## config.mk

```make
export PLATFORM = sky130hd
export DESIGN_NAME = t9_contact_substring_match_unit_flat
export DESIGN_NICKNAME = d
export VERILOG_FILES = /design/src/design/t9csm_pkg.sv /design/src/design/t9csm_if.sv /design/src/design/t9csm_keymap.sv /design/src/design/t9_contact_substring_match_unit.sv /design/src/flat_wrapper.sv
export VERILOG_INCLUDE_DIRS = /design/src /design/src/design
export SDC_FILE = /design/constraint.sdc
export NUM_CORES = 1
export LEC_CHECK = 0
export BUFFER_PORTS_ARGS = -buffer_cell sky130_fd_sc_hd__buf_4
export CORE_AREA = 2 2 174 176
export CTS_CLUSTER_DIAMETER = 150
export CTS_CLUSTER_SIZE = 30
export DETAILED_ROUTE_END_ITERATION = 10
export DIE_AREA = 0 0 176 178
export GPL_TIMING_DRIVEN = 0
export MAX_ROUTING_LAYER = met4
export PLACE_DENSITY_LB_ADDON = 0.12
export SETUP_SLACK_MARGIN = 0.15
export SYNTH_ARGS = -nofsm -noshare
export SYNTH_HDL_FRONTEND = slang
export SYNTH_HIERARCHICAL = 1
export SYNTH_SLANG_ARGS = --single-unit
```

## constraint.sdc

```tcl
create_clock -name clk_i -period 13.43 [get_ports clk_i]
set_input_delay 0.6715 -clock clk_i [delete_from_list [all_inputs] [get_ports clk_i]]
set_output_delay 0.6715 -clock clk_i [all_outputs]
set_load 0.1 [all_outputs]
```

## src/design/t9_contact_substring_match_unit_assert.svh

```systemverilog
// assertion macros for the t9 contact substring match unit
`ifndef T9_CONTACT_SUBSTRING_MATCH_UNIT_ASSERT_SVH
`define T9_CONTACT_SUBSTRING_MATCH_UNIT_ASSERT_SVH

// checked on every clock edge outside reset
`define T9CSM_ASSERT(lbl, prop) \
  lbl: assert property (@(posedge clk_i) disable iff (!rst_ni) (prop)) \
    else $error("t9csm assertion failed");

// checked on every clock edge, reset included
`define T9CSM_ASSERT_ALWAYS(lbl, prop) \
  lbl: assert property (@(posedge clk_i) (prop)) \
    else $error("t9csm assertion failed");

`endif

```

## src/design/t9csm_pkg.sv

```systemverilog
// shared constants and types of the t9 contact substring match unit
package t9csm_pkg;

  localparam int unsigned QueryMax  = 16;
  localparam int unsigned FieldMax  = 100;
  localparam int unsigned WinDepth  = QueryMax;
  localparam int unsigned SymW      = 4;
  localparam int unsigned QIdxW     = $clog2(QueryMax);
  localparam int unsigned QLenW     = 5;
  localparam int unsigned CntW      = 7;
  localparam int unsigned CfgDataW  = 64;
  localparam int unsigned CharW     = 8;

  typedef logic [SymW-1:0] sym_t;

  localparam sym_t SymInvalid = sym_t'(15);
  localparam sym_t DigitMax   = sym_t'(9);

  typedef enum logic {
    CfgQueryDigits = 1'b0,
    CfgQueryLength = 1'b1
  } cfg_idx_e;

endpackage

```

## src/design/t9csm_if.sv

```systemverilog
// valid/ready channels carrying input and result words
interface t9csm_in_if;
  logic                          valid;
  logic                          ready;
  logic [t9csm_pkg::CharW-1:0]   character;
  logic                          in_number_field;
  logic                          field_start;
  logic                          record_end;

  modport source (output valid, output character, output in_number_field,
                  output field_start, output record_end, input ready);
  modport sink   (input valid, input character, input in_number_field,
                  input field_start, input record_end, output ready);
endinterface

interface t9csm_out_if;
  logic valid;
  logic ready;
  logic record_match;
  logic any_found;
  logic field_too_long;
  logic record_done;

  modport source (output valid, output record_match, output any_found,
                  output field_too_long, output record_done, input ready);
  modport sink   (input valid, input record_match, input any_found,
                  input field_too_long, input record_done, output ready);
endinterface

```

## src/design/t9csm_keymap.sv

```systemverilog
// maps a raw character to its keypad symbol
module t9csm_keymap (
  input  logic [t9csm_pkg::CharW-1:0] char_i,
  input  logic                        number_field_i,
  output t9csm_pkg::sym_t             sym_o
);

  logic [t9csm_pkg::CharW-1:0] lower;

  always_comb begin
    if (char_i inside {[8'h41:8'h5a]}) begin
      lower = char_i + 8'd32;
    end else begin
      lower = char_i;
    end
  end

  always_comb begin
    if (number_field_i) begin
      if (char_i inside {[8'h30:8'h39]}) begin
        sym_o = t9csm_pkg::sym_t'(char_i - 8'h30);
      end else begin
        sym_o = t9csm_pkg::SymInvalid;
      end
    end else begin
      case (lower) inside
        [8'h61:8'h63]: sym_o = t9csm_pkg::sym_t'(2);
        [8'h64:8'h66]: sym_o = t9csm_pkg::sym_t'(3);
        [8'h67:8'h69]: sym_o = t9csm_pkg::sym_t'(4);
        [8'h6a:8'h6c]: sym_o = t9csm_pkg::sym_t'(5);
        [8'h6d:8'h6f]: sym_o = t9csm_pkg::sym_t'(6);
        [8'h70:8'h73]: sym_o = t9csm_pkg::sym_t'(7);
        [8'h74:8'h76]: sym_o = t9csm_pkg::sym_t'(8);
        [8'h77:8'h7a]: sym_o = t9csm_pkg::sym_t'(9);
        8'h2b:         sym_o = t9csm_pkg::sym_t'(0);
        default:       sym_o = t9csm_pkg::SymInvalid;
      endcase
    end
  end

endmodule

```

## src/design/t9_contact_substring_match_unit.sv

```systemverilog
// top level of the t9 contact substring match unit
//
//  channel  dir  handshake      word
//  in_i     in   valid/ready    character, in_number_field, field_start, record_end
//  out_o    out  valid/ready    record_match, any_found, field_too_long, record_done
//  cfg      in   cfg_we_i       cfg_idx_i selects query digits or query length
//
//  one word accepted per cycle; its result appears in the output register the next cycle
//  the parallel window compare reads the updated symbol window, so each word's match goes into that register
//  input stalls only while a result waits in the output register and out_o.ready is low
//  reset leaves the window all invalid, counters and flags cleared, query empty
module t9_contact_substring_match_unit (
  input  logic                            clk_i,
  input  logic                            rst_ni,
  t9csm_in_if.sink                        in_i,
  t9csm_out_if.source                     out_o,
  input  logic                            cfg_we_i,
  input  t9csm_pkg::cfg_idx_e             cfg_idx_i,
  input  logic [t9csm_pkg::CfgDataW-1:0]  cfg_wdata_i
);

  `include "t9_contact_substring_match_unit_assert.svh"

  logic [t9csm_pkg::QueryMax-1:0][t9csm_pkg::SymW-1:0] query_q;
  logic [t9csm_pkg::QLenW-1:0]                         qlen_q;
  t9csm_pkg::sym_t [t9csm_pkg::WinDepth-1:0]           win_q, win_d;
  logic [t9csm_pkg::CntW-1:0]                          cnt_q, cnt_d;
  logic                                                too_long_q, too_long_d;
  logic                                                match_q, match_d;
  logic                                                found_q, found_d;
  logic                                                out_valid_q;
  logic                                                out_match_q, out_found_q;
  logic                                                out_long_q, out_done_q;

  t9csm_pkg::sym_t                                     sym;
  logic [t9csm_pkg::QLenW-1:0]                         len_eff;
  logic [t9csm_pkg::WinDepth-1:0]                      pos_ok;
  logic                                                win_hit;
  logic                                                rec_match;
  logic                                                in_acc;
  logic [t9csm_pkg::CntW-1:0]                          cnt_base;

  assign in_i.ready = !out_valid_q || out_o.ready;
  assign in_acc     = in_i.valid && in_i.ready;

  // config registers
  always_ff @(posedge clk_i or negedge rst_ni) begin
    if (!rst_ni) begin
      query_q <= '0;
      qlen_q  <= '0;
    end else if (cfg_we_i) begin
      case (cfg_idx_i)
        t9csm_pkg::CfgQueryDigits: query_q <= cfg_wdata_i;
        t9csm_pkg::CfgQueryLength: qlen_q  <= cfg_wdata_i[t9csm_pkg::QLenW-1:0];
        default: ;
      endcase
    end
  end

  t9csm_keymap u_keymap (
    .char_i         (in_i.character),
    .number_field_i (in_i.in_number_field),
    .sym_o          (sym)
  );

  // window shift, field start flushes old symbols
  always_comb begin
    win_d[0] = sym;
    for (int k = 1; k < t9csm_pkg::WinDepth; k++) begin
      win_d[k] = in_i.field_start ? t9csm_pkg::SymInvalid : win_q[k-1];
    end
  end

  assign len_eff = (qlen_q > t9csm_pkg::QLenW'(t9csm_pkg::QueryMax)) ?
                   t9csm_pkg::QLenW'(t9csm_pkg::QueryMax) : qlen_q;

  // newest symbol lines up with the last query digit
  always_comb begin
    logic [t9csm_pkg::QLenW-1:0] idx;
    for (int k = 0; k < t9csm_pkg::WinDepth; k++) begin
      idx = len_eff - t9csm_pkg::QLenW'(k) - t9csm_pkg::QLenW'(1);
      if (t9csm_pkg::QLenW'(k) < len_eff) begin
        pos_ok[k] = (win_d[k] <= t9csm_pkg::DigitMax) &&
                    (win_d[k] == query_q[idx[t9csm_pkg::QIdxW-1:0]]);
      end else begin
        pos_ok[k] = 1'b1;
      end
    end
  end

  assign win_hit   = &pos_ok;
  assign rec_match = match_q || win_hit;

  // field length count
  always_comb begin
    cnt_base   = in_i.field_start ? '0 : cnt_q;
    too_long_d = in_i.field_start ? 1'b0 : too_long_q;
    cnt_d      = cnt_base;
    if (cnt_base >= t9csm_pkg::CntW'(t9csm_pkg::FieldMax)) begin
      too_long_d = 1'b1;
    end else begin
      cnt_d = cnt_base + t9csm_pkg::CntW'(1);
    end
  end

  assign match_d = in_i.record_end ? 1'b0 : rec_match;
  assign found_d = found_q || win_hit;

  always_ff @(posedge clk_i or negedge rst_ni) begin
    if (!rst_ni) begin
      win_q      <= {t9csm_pkg::WinDepth{t9csm_pkg::SymInvalid}};
      cnt_q      <= '0;
      too_long_q <= 1'b0;
      match_q    <= 1'b0;
      found_q    <= 1'b0;
    end else if (in_acc) begin
      win_q      <= win_d;
      cnt_q      <= cnt_d;
      too_long_q <= too_long_d;
      match_q    <= match_d;
      found_q    <= found_d;
    end
  end

  // result register
  always_ff @(posedge clk_i or negedge rst_ni) begin
    if (!rst_ni) begin
      out_valid_q <= 1'b0;
    end else if (in_acc) begin
      out_valid_q <= 1'b1;
    end else if (out_o.ready) begin
      out_valid_q <= 1'b0;
    end
  end

  always_ff @(posedge clk_i) begin
    if (in_acc) begin
      out_match_q <= rec_match;
      out_found_q <= found_d;
      out_long_q  <= too_long_d;
      out_done_q  <= in_i.record_end;
    end
  end

  assign out_o.valid          = out_valid_q;
  assign out_o.record_match   = out_match_q;
  assign out_o.any_found      = out_found_q;
  assign out_o.field_too_long = out_long_q;
  assign out_o.record_done    = out_done_q;

  `T9CSM_ASSERT(a_found_sticky, found_q |=> found_q)
  `T9CSM_ASSERT(a_rec_end_clears, (in_acc && in_i.record_end) |=> !match_q)
  `T9CSM_ASSERT(a_cnt_bound, cnt_q <= t9csm_pkg::CntW'(t9csm_pkg::FieldMax))
  `T9CSM_ASSERT(a_long_at_max,
                !too_long_q || (cnt_q == t9csm_pkg::CntW'(t9csm_pkg::FieldMax)))
  `T9CSM_ASSERT(a_match_sets_found, out_valid_q |-> (!out_match_q || out_found_q))

endmodule
```

## src/flat_wrapper.sv

```systemverilog
// flat-port wrapper written by rule: the top's interface ports become plain ports
module t9_contact_substring_match_unit_flat 
  (clk_i, rst_ni, cfg_we_i, cfg_idx_i, cfg_wdata_i, in_i_valid, in_i_character, in_i_in_number_field, in_i_field_start, in_i_record_end, in_i_ready, out_o_valid, out_o_record_match, out_o_any_found, out_o_field_too_long, out_o_record_done, out_o_ready);
  t9csm_in_if in_i_i ();
  t9csm_out_if out_o_i ();
  input  logic clk_i;
  input  logic rst_ni;
  input  logic cfg_we_i;
  input  t9csm_pkg::cfg_idx_e cfg_idx_i;
  input  logic [t9csm_pkg::CfgDataW-1:0] cfg_wdata_i;
  input wire logic [$bits(in_i_i.valid)-1:0] in_i_valid;
  input wire logic [$bits(in_i_i.character)-1:0] in_i_character;
  input wire logic [$bits(in_i_i.in_number_field)-1:0] in_i_in_number_field;
  input wire logic [$bits(in_i_i.field_start)-1:0] in_i_field_start;
  input wire logic [$bits(in_i_i.record_end)-1:0] in_i_record_end;
  output wire logic [$bits(in_i_i.ready)-1:0] in_i_ready;
  output wire logic [$bits(out_o_i.valid)-1:0] out_o_valid;
  output wire logic [$bits(out_o_i.record_match)-1:0] out_o_record_match;
  output wire logic [$bits(out_o_i.any_found)-1:0] out_o_any_found;
  output wire logic [$bits(out_o_i.field_too_long)-1:0] out_o_field_too_long;
  output wire logic [$bits(out_o_i.record_done)-1:0] out_o_record_done;
  input wire logic [$bits(out_o_i.ready)-1:0] out_o_ready;
  assign in_i_i.valid = in_i_valid;
  assign in_i_i.character = in_i_character;
  assign in_i_i.in_number_field = in_i_in_number_field;
  assign in_i_i.field_start = in_i_field_start;
  assign in_i_i.record_end = in_i_record_end;
  assign in_i_ready = in_i_i.ready;
  assign out_o_valid = out_o_i.valid;
  assign out_o_record_match = out_o_i.record_match;
  assign out_o_any_found = out_o_i.any_found;
  assign out_o_field_too_long = out_o_i.field_too_long;
  assign out_o_record_done = out_o_i.record_done;
  assign out_o_i.ready = out_o_ready;
  t9_contact_substring_match_unit u_core (.clk_i(clk_i), .rst_ni(rst_ni), .in_i(in_i_i), .out_o(out_o_i), .cfg_we_i(cfg_we_i), .cfg_idx_i(cfg_idx_i), .cfg_wdata_i(cfg_wdata_i));
endmodule
```

==> results of run 1 <==
## per-layer routing
layer	global-route usage [%]	up-vias	routed length [µm]
met3	9.97	270	5830
met4	24.6	0	4700
met2	60.4	847	26300
met1	47.4	6446	23000
met5	-	-	0
li1	-	5405	-
## through the flow
step,cell area (µm²),cells
2_1_floorplan,13000,1381
3_3_place_gp,14200,1855
3_5_place_dp,14200,1856
4_1_cts,14700,1888
5_1_grt,14700,1889
6_report,14700,1889
## path summary, 6_finish.rpt
check	startpoint	to	slack (ps)	cells past startpoint
min reg2reg	u_core/found_q$_DFFE_PN0P_	u_core/found_q$_DFFE_PN0P_	460	1
max in group asynchronous	rst_ni	u_core/win_q[47]$_DFFE_PN1P_	12400	2
max	u_core/qlen_q[4]$_DFFE_PN0P_	u_core/out_o.record_match$_DFFE_PP_	5780	19
max reg2reg	u_core/qlen_q[4]$_DFFE_PN0P_	u_core/out_o.record_match$_DFFE_PP_	5780	19
min in group clk_i	in_i_record_end	u_core/out_o.record_done$_DFFE_PP_	400	1
min	rst_ni	u_core/query_q[47]$_DFFE_PN0P_	150	1
## cell families (layout without fill, tap and decap cells)
logic type,count (synthesis),count (layout),synth area share [%]
simple gates,412,412,15.3
mux,320,320,31.1
compound gates,298,298,15.4
flops,144,144,28.4
buf+inv,140,257,4.83
xor+xnor,60,60,4.25
fa+ha+maj,7,7,0.672
other cells,0,1,0
## power breakdown
group          total [mW]  switching (mW)  leakage (nW)  internal [mW]
Sequential          0.649           0.127          1.62          0.522
Combinational        1.26           0.765          4.27          0.500
Clock               0.466           0.220         0.276          0.247
## critical path, delay by kind of cell, from the launching register on
family	cells	cell delay, ps
fa+ha+maj	1	320
buf+inv	8	3660
simple gates	6	1180
flops	1	390
mux	1	690
xor+xnor	2	1150
compound gates	1	80
## registers in the layout (all words and copies together), names as in the netlist
| signal | count |
|---|---|
| u_core/win_q | 60 |
| u_core/found_q | 1 |
| u_core/out_o.record_match | 1 |
| u_core/out_o.field_too_long | 1 |
| u_core/query_q | 64 |
| u_core/match_q | 1 |
| u_core/out_o.valid | 1 |
| u_core/cnt_q | 7 |
| u_core/out_o.any_found | 1 |
| u_core/qlen_q | 5 |
| u_core/out_o.record_done | 1 |
| u_core/too_long_q | 1 |
## final cells by class
| class | instances | share of cell area (%) |
|---|---|---|
| Clock inverter | 14 | 0.806 |
| Clock buffer | 18 | 2.98 |
| Sequential cell | 144 | 25.1 |
| Buffer | 116 | 3.62 |
| Antenna cell | 1 | 0.0170 |
| Inverter | 24 | 0.645 |
| Multi-Input combinational cell | 1097 | 59.0 |
| Timing Repair Buffer | 85 | 4.49 |
| Tap cell | 390 | 3.31 |
## Yosys cell counts (7+ instances only)
master,n
nor2_1,80
nor2b_1,12
o21a_1,8
nand3b_1,8
a31oi_1,17
ha_1,7
nand2_1,165
nor4_1,8
xnor2_1,35
o22ai_1,7
a21oi_1,47
inv_1,21
o211ai_1,11
nand3_1,27
dfstp_2,60
buf_2,37
o21ai_0,89
and3_1,7
clkbuf_1,59
dfrtp_1,80
a22oi_1,11
buf_1,10
mux2_2,96
nor3_1,32
nor4b_1,9
nand4_1,13
mux4_2,58
nand2b_1,10
xor2_1,22
mux2i_1,165
a211oi_1,18
==> metrics, run 1 <==
Warnings, synthesis 6; Post-synth ARST share 97.2%; Netlist Area Pre-Place 13,000 µm²; Hold Slack 152 ps; Die Area 31,300 µm²; Synth Flop Type dfrtp_1; period utilization 56.9%; Root Buffer clkbuf_16; Final Critical Period 7650 ps; Total Wirelength 59.8 mm; status finished with violations; Total Nets Final 1,573; FP Rows 63; Num CTS Buffers 17; port buffer count 84; Crit Path Category flop to flop; Initial Utilization 44.3%; Area Overhead vs Synth 13.1%; synth top area cells dfrtp_1 (15%), mux2i_1 (13%), dfstp_2 (12%); CTS clk-pin slew, worst paths 70 ps; routed vias 13,000; Final setup violation count 0; failing checks max-capacitance violations, max-slew violations; Power Density 161 nW/µm²; slew margin rel. -2.81%; pre-CTS WS 6210 ps; Lkg Pwr 6.17 nW; Core ar. 29,400 µm²; wire length per cell 31.7 µm; Fin Setup TNS 0 ps; critical path data required time 13,750 ps; Layout Utilization 50.1%; Die W 176 µm; Clock Sinks 144; Worst setup SP type flop; crit-path cells buf_2 > buf_2 > buf_2 > buf_1 > clkbuf_1 > nor2b_1 > ha_1 > clkbuf_1 > clkbuf_1 > nor3_1 > xnor2_1 > mux2i_1 > xnor2_1 > nand4_1 > inv_1 > o22ai_1 > nor4b_1 > and4b_1 > or2_1; largest net degree at the start of global routing 87; Multi-input gate area 8700 µm²; fill count 2,784; synth unique cells 95; share of cells above drive strength 1 27.0%; Seq/Total Area, Yosys 28.4%; drt pass-1 iters 7; initial antenna violation count 2; Clock Tree Buf Depth 2; RSZ-0062 raised after global routing no; vias in the first global route 12,600; Peak VDD IR 0.119 mV; Post-CTS Setup Repair Bufs 0; DR vias/cell 6.87; routability cong. 1.07; max-slew violation count 1; cts-stage hold buffer count 0; Final Skew 12.6 ps; Arrival @ worst endpoint 7960 ps; Power, Total 2.38 mW; grt total ovfl 0; type of destination of the critical path flop; Clock Latency Late Sink 460 ps; dominant cell type by area after synthesis dfrtp_1; CTS tree built; actual slew at the worst max-slew pin 1500 ps; fmax 131 MHz; worst setup margin 5780 ps; Reg area 3700 µm²; EDFF count, synth 4; 1st-iter DRT viols 1,779; # IOs 87; Worst path max stage delay 960 ps; Final ANT Viol Nets 0; Crit Path Max Fanout 10; #FFs+latches synth 144; Yosys top cell area share 15.4%; Max Cap Violations 1; die height 178 µm; first-pass GRT wire length 86.3 mm; most frequent cells in the layout nand2_1 (165), mux2i_1 (165), mux2_2 (96); final hold vios 0; CTS HTree Levels 4; hold crit path type input port to async pin; dpl hpwl 45.4 mm; syn_nets 1,469; Avg Cell Area, Syn 9.44 µm²; DRC Markers 0; Mapped Cells 1,381; slowest cell on the critical path xnor2_1; post-cts resize count 0; Total Routing Usage GR 39.7%
Note: power is estimated with default switching activity, not from simulation.
==> run 2: changes to the inputs <==
==> constraint.sdc (replaced) <==
create_clock -name clk_i -period 6.9 [get_ports clk_i]
set_input_delay 0.345 -clock clk_i [delete_from_list [all_inputs] [get_ports clk_i]]
set_output_delay 0.345 -clock clk_i [all_outputs]
set_load 0.1 [all_outputs]
==> run 2 against run 1 <==
  * The flow still finishes with violations (max-capacitance violations, max-slew violations)
  * Total power increased by 94%
  * Wire length decreased by 0.37%
  * First-iteration DRC count decreased by 0.73%
  * Core utilization about the same
  * Die area unchanged
  * Combinational power increased by 95%
  * Clock power increased by 94%
  * Critical path depth decreased by 1
  * Clock skew decreased by 1.8 ps
  * Critical endpoint unchanged
  * Critical path type unchanged
  * Non-clock buffer count unchanged
  * Worst hold slack got worse by 77 ps
  * Largest power group unchanged
==> metrics, run 2 (same netlist as run 1, synthesis figures left out) <==
actual slew at the worst max-slew pin 1560 ps (+57.8 ps); RSZ-0062 raised after global routing no; FF-to-FF End u_core/out_o.record_match$_DFFE_PP_; Clock Sinks 144 (unchanged); Lkg Pwr 6.18 nW (+0.19%); top flop regs u_core/query_q (64), u_core/win_q (60), u_core/cnt_q (7); routed vias 13,000 (-0.023%); hold_sp in_i_record_end; # IOs 87 (unchanged); final hold vios 0 (unchanged); Final setup violation count 0 (unchanged); routability cong. 1.07 (unchanged); Seq pwr share 27.3% (about the same); largest net degree at the start of global routing 87 (unchanged); hold crit path type input port to flop; Clock Latency Late Sink 460 ps (about the same); grt total ovfl 0 (unchanged); Post-CTS Setup Repair Bufs 0 (unchanged); Layout Utilization 50.2% (about the same); drt pass-1 iters 6 (-1); status finished with violations; vias in the first global route 12,600 (unchanged); Hold Path End u_core/out_o.record_done$_DFFE_PP_; 1st-iter DRT viols 1,766 (-0.73%); wire length per cell 31.6 µm (-0.37%); critical path data required time 7220 ps (-6530 ps); Arrival @ worst endpoint 6820 ps (-1140 ps); slew margin rel. -6.77% (-4.0 points); DRC Markers 0 (unchanged); slowest cell on the critical path xnor2_1; Die Area 31,300 µm² (unchanged); CTS clk-pin slew, worst paths 60 ps (about the same); Root Buffer clkbuf_16; CTS tree built; Total Nets Final 1,573 (unchanged); CTS HTree Levels 4 (unchanged); R2R depth 18 (-1); die height 178 µm (unchanged); max-slew violation count 7 (+6); worst hold stages 1; FP Rows 63 (unchanged); Crit Path Max Fanout 19 (+9); Final ANT Viol Nets 0 (unchanged); Total Wirelength 59.6 mm (-0.37%); switching power total 2.16 mW (+94%); Power Density 314 nW/µm² (+94%); Die W 176 µm (unchanged); most frequent cells in the layout nand2_1 (165), mux2i_1 (165), mux2_2 (96); share of cells above drive strength 1 27.2% (+0.20 points); Sw Share 46.6% (-0.081 points); Final Skew 10.9 ps (-1.75 ps); Worst path max stage delay 940 ps (-20 ps); flop-to-flop setup slack 400 ps (-5380 ps); Area Overhead vs Synth 13.2% (about the same); first-pass GRT wire length 86.3 mm (unchanged); fmax 154 MHz (+18%); period utilization 94.2% (+37 points); dpl hpwl 45.4 mm (unchanged); Max Cap Violations 1 (unchanged); Final Critical Period 6500 ps (-1150 ps); Crit Path Category flop to flop; critical path's top delay family buffers and inverters; clock power share 19.6% (about the same); Core ar. 29,400 µm² (unchanged); Logic pwr share 53.1% (about the same); port buffer count 84 (unchanged); reg-to-reg startpoint u_core/qlen_q[4]$_DFFE_PN0P_; type of destination of the critical path flop; register with the most flip-flops u_core/query_q; Num CTS Buffers 17 (unchanged); failing checks max-capacitance violations, max-slew violations; Clock Tree Buf Depth 2 (unchanged); DR vias/cell 6.86 (about the same); Worst path depth 18 (-1); max FFs per register 64 (unchanged); most frequent cell on the critical path buf_2; Power, Total 4.63 mW (+94%); Initial Utilization 44.3% (unchanged); Worst setup SP type flop; Peak VDD IR 0.230 mV (+94%); P_int 2.47 mW (+95%); CP Buf/Inv Count 7 (-1); initial antenna violation count 2 (unchanged); crit-path cells buf_2 > buf_2 > buf_2 > clkbuf_2 > nor2b_1 > ha_1 > clkbuf_1 > clkbuf_2 > nor3_1 > xnor2_1 > mux2i_1 > xnor2_1 > nand4_1 > inv_1 > o22ai_1 > nor4b_1 > and4b_1 > or2_1; Total Routing Usage GR 39.7% (unchanged)
## run 2: worst max-delay path by stage
stage,startpoint,to,slack (ps)
2_1_floorplan,u_core/qlen_q[4]$_DFFE_PN0P_,u_core/out_o.any_found$_DFFE_PP_,2110
3_3_place_gp,u_core/qlen_q[4]$_DFFE_PN0P_,u_core/out_o.any_found$_DFFE_PP_,-310
3_5_place_dp,u_core/qlen_q[4]$_DFFE_PN0P_,u_core/out_o.any_found$_DFFE_PP_,-320
4_1_cts,u_core/qlen_q[4]$_DFFE_PN0P_,u_core/out_o.record_match$_DFFE_PP_,160
5_1_grt,u_core/qlen_q[4]$_DFFE_PN0P_,u_core/out_o.record_match$_DFFE_PP_,290
6_report,u_core/qlen_q[4]$_DFFE_PN0P_,u_core/out_o.record_match$_DFFE_PP_,400
## run 2: timing repair
item,in CTS,in global routing
resized for setup,2,2
hold endpoints to repair,54,0
endpoints found under the setup margin,4,4
pin swaps,0,0
hold buffers,1,0
## run 2: stage by stage
step | TNS (ps) | std cells | area [µm²] | hold slack (ps) | setup WS [ps]
CTS | 0 | 1889 | 14800 | 49.6 | 159
global route | 0 | 1889 | 14800 | 60.6 | 289
global placement | -1120 | 1855 | 14200 | 432 | -309
detailed placement | -1180 | 1856 | 14200 | 334 | -320
floorplan | 0 | 1381 | 13000 | 49.4 | 2110
finish | 0 | 1889 | 14800 | 75.4 | 401
## run 2: routing by layer
layer	up-vias	global-route usage, %	share of wire, %
li1	5399	-	-
met1	6465	47.4	38
met2	828	60.4	44
met3	273	9.95	9.9
met4	0	24.6	7.7
met5	-	-	0
## run 2: worst reg2reg max path, stage by stage, from the launching register on
cell and delay, ps:
dfrtp_1 390, buf_2 250, buf_2 400, buf_2 510, clkbuf_2 520, nor2b_1 120, ha_1 290, clkbuf_1 410
clkbuf_2 430, nor3_1 130, xnor2_1 940, mux2i_1 690, xnor2_1 190, nand4_1 120, inv_1 110, o22ai_1 80
nor4b_1 280, and4b_1 350, or2_1 150
## run 2: cell type report
cell class	instances	area, µm²
Multi-Input combinational cell	1097	8700
Inverter	24	95.1
Tap cell	390	488
Antenna cell	1	2.50
Fill cell	2787	14600
Timing Repair Buffer	86	672
Sequential cell	144	3700
Buffer	115	534
Clock buffer	18	439
Clock inverter	14	119
## run 2: power groups by stage
stage,clock (mW),combinational [mW],sequential [mW]
final,0.905,2.46,1.26
after global routing,0.959,2.55,1.27
after CTS,0.929,2.36,1.25
after detailed placement,0,2.36,1.26
after global placement,0,2.34,1.26
after floorplan,0,1.62,1.15
==> run 3: changes to the inputs <==
--- a/config.mk
+++ b/config.mk
@@ -13,7 +13,6 @@
 export DETAILED_ROUTE_END_ITERATION = 10
 export DIE_AREA = 0 0 176 178
 export GPL_TIMING_DRIVEN = 0
-export MAX_ROUTING_LAYER = met4
 export PLACE_DENSITY_LB_ADDON = 0.12
 export SETUP_SLACK_MARGIN = 0.15
 export SYNTH_ARGS = -nofsm -noshare
==> run 3 against run 2 <==
  * Maximum frequency increased by 1.1%
  * Cell count unchanged
  * The run now ends clean
  * Clock skew increased by 7.2 ps
  * Wire length is 0.65% lower
  * Clock-buffer cell count fell by 1
  * Core utilization up 0.11 points
  * Register-to-register slack improved by 70 ps
  * Sequential cell count unchanged
  * Clock power grew 4.0%
  * First-iteration DRC count down 13%
  * Sequential power hardly changed
  * Global-route usage decreased by 1.2 points
==> metrics, run 3 (same netlist as run 1, synthesis figures left out) <==
Power, Total 4.68 mW (+1.1%); initial antenna violation count 1 (-1); DR vias/cell 6.72 (-2.1%); most frequent cells in the layout nand2_1 (165), mux2i_1 (165), mux2_2 (96); hold crit path type input port to flop; Initial Utilization 44.3% (unchanged); Die W 176 µm (unchanged); status finished, final reports clean; DRC Markers 0 (unchanged); max-slew violation count 0 (-7); vias in the first global route 12,200 (-3.0%); share of cells above drive strength 1 27.3% (+0.067 points); Final Critical Period 6430 ps (-69.6 ps); drt pass-1 iters 6 (unchanged); register with the most flip-flops u_core/query_q; Die Area 31,300 µm² (unchanged); top flop regs u_core/query_q (64), u_core/win_q (60), u_core/cnt_q (7); Final Skew 18.1 ps (+7.24 ps); dpl hpwl 45.1 mm (-0.66%); Num CTS Buffers 17 (unchanged); GR Util met3 11.6% (+1.6 points); Arrival @ worst endpoint 6750 ps (-70 ps); 1st-iter DRT viols 1,543 (-13%); Area Overhead vs Synth 13.5%; Clock Tree Buf Depth 2 (unchanged); most used routing layer met2; Post-CTS Setup Repair Bufs 0 (unchanged); Total Nets Final 1,573 (unchanged); Layout Utilization 50.3% (+0.11 points); routability cong. 1.10 (+3.0%); critical path data required time 7220 ps (about the same); met1 Use GR 46.7% (-0.78 points); Power Density 316 nW/µm² (+0.89%); fill count 2,826 (+1.4%); routed vias 12,700 (-2.1%); die height 178 µm (unchanged); dpl cell area 14,200 µm² (unchanged); CTS tree built; grt total ovfl 0 (unchanged); Peak VDD IR 0.204 mV (-12%); period utilization 93.2% (-1.0 points); Hold Slack 80.5 ps (+5.07 ps); Total Routing Usage GR 38.5% (-1.2 points); Clock Sinks 144 (unchanged); Worst setup SP type flop; FP Rows 63 (unchanged); Crit Path Max Fanout 19 (unchanged); Max Cap Violations 0 (-1); Fin Setup TNS 0 ps (unchanged); port buffer count 84 (unchanged); type of destination of the critical path flop; max FFs per register 64 (unchanged); fmax 156 MHz (+1.1%); Final ANT Viol Nets 0 (unchanged); first-pass GRT wire length 85.6 mm (-0.78%); slew margin rel. 25.9% (+33 points); RSZ-0062 raised after global routing no; largest net degree at the start of global routing 77 (-11%); Root Buffer clkbuf_16; Crit Path Category flop to flop; Total Wirelength 59.2 mm (-0.65%); final hold vios 0 (unchanged); CTS clk-pin slew, worst paths 70 ps (about the same); wire length per cell 31.4 µm (-0.65%); CTS HTree Levels 4 (unchanged); Lkg Pwr 6.19 nW (+0.12%); met2 Use GR 60.6% (+0.20 points); final instance area 14,800 µm² (+0.23%); Core ar. 29,400 µm² (unchanged); actual slew at the worst max-slew pin 1110 ps (-449 ps); Final setup violation count 0 (unchanged); # IOs 87 (unchanged); Clock Latency Late Sink 470 ps (about the same)
## run 3: changes by cell type in the layout (fill, tap and decap cells not counted), sizes merged
| cell | previous run | this run |
|---|---|---|
| clkinvlp | 1 | 2 |
| clkinv | 6 | 5 |
| clkbuf | 78 | 77 |
| inv | 31 | 32 |
## run 3: metrics by stage
step	worst slack (ps)	instances
after global placement	-395	1855
after detailed placement	-349	1856
after floorplan	2110	1381
final	471	1889
after global routing	297	1888
after CTS	188	1889
## run 3: repair_timing
item,in CTS,in global routing
pin swaps,0,0
hold buffers,1,0
hold endpoints to repair,64,0
cloned,0,0
resized for setup,2,3
setup endpoints to repair,4,4
## run 3: report_power, final
part           leakage [nW]  total [mW]  internal (mW)  switching (mW)
Sequential             1.62        1.26           1.02           0.243
Combinational          4.29        2.48          0.974            1.50
Clock                 0.281       0.941          0.484           0.457
## run 3: critical path: stages, from the launching register on
cell      delay, ps
dfrtp_1         400
buf_2           280
buf_2           400
buf_2           460
clkbuf_2        500
nor2b_1         100
ha_1            290
clkbuf_1        400
clkbuf_2        500
mux4_2          480
mux2i_1         280
mux2i_1         140
xor2_1          200
o31ai_2         430
a41oi_1         170
or3_1           450
nor4b_1         290
and4b_1         350
or2_1           140
## run 3: area by class of cell
cell class / count / area, µm² / share of cell area (%)
Clock inverter: 15 / 161 / 1.09
Inverter: 24 / 95.1 / 0.643
Buffer: 115 / 534 / 3.61
Clock buffer: 17 / 425 / 2.88
Multi-Input combinational cell: 1097 / 8710 / 58.9
Timing Repair Buffer: 86 / 672 / 4.54
Tap cell: 390 / 488 / 3.30
Sequential cell: 144 / 3700 / 25.0
Antenna cell: 1 / 2.50 / 0.0169
## run 3: worst paths after layout
check	startpoint	end	slack [ps]	cells after the start
max	u_core/qlen_q[4]$_DFFE_PN0P_	u_core/out_o.any_found$_DFFE_PP_	470	18
min	in_i_record_end	u_core/out_o.record_done$_DFFE_PP_	80	1
max reg2reg	u_core/qlen_q[4]$_DFFE_PN0P_	u_core/out_o.any_found$_DFFE_PP_	470	18
min reg2reg	u_core/found_q$_DFFE_PN0P_	u_core/found_q$_DFFE_PN0P_	450	1
max in group asynchronous	rst_ni	u_core/win_q[52]$_DFFE_PN1P_	5640	3
min in group asynchronous	rst_ni	u_core/query_q[31]$_DFFE_PN0P_	420	2
## run 3: per-layer routing
layer | wire (µm) | part of all wire [%]
met3 | 5850 | 9.9
met5 | 0 | 0
met4 | 3840 | 6.5
met1 | 22900 | 39
met2 | 26600 | 45
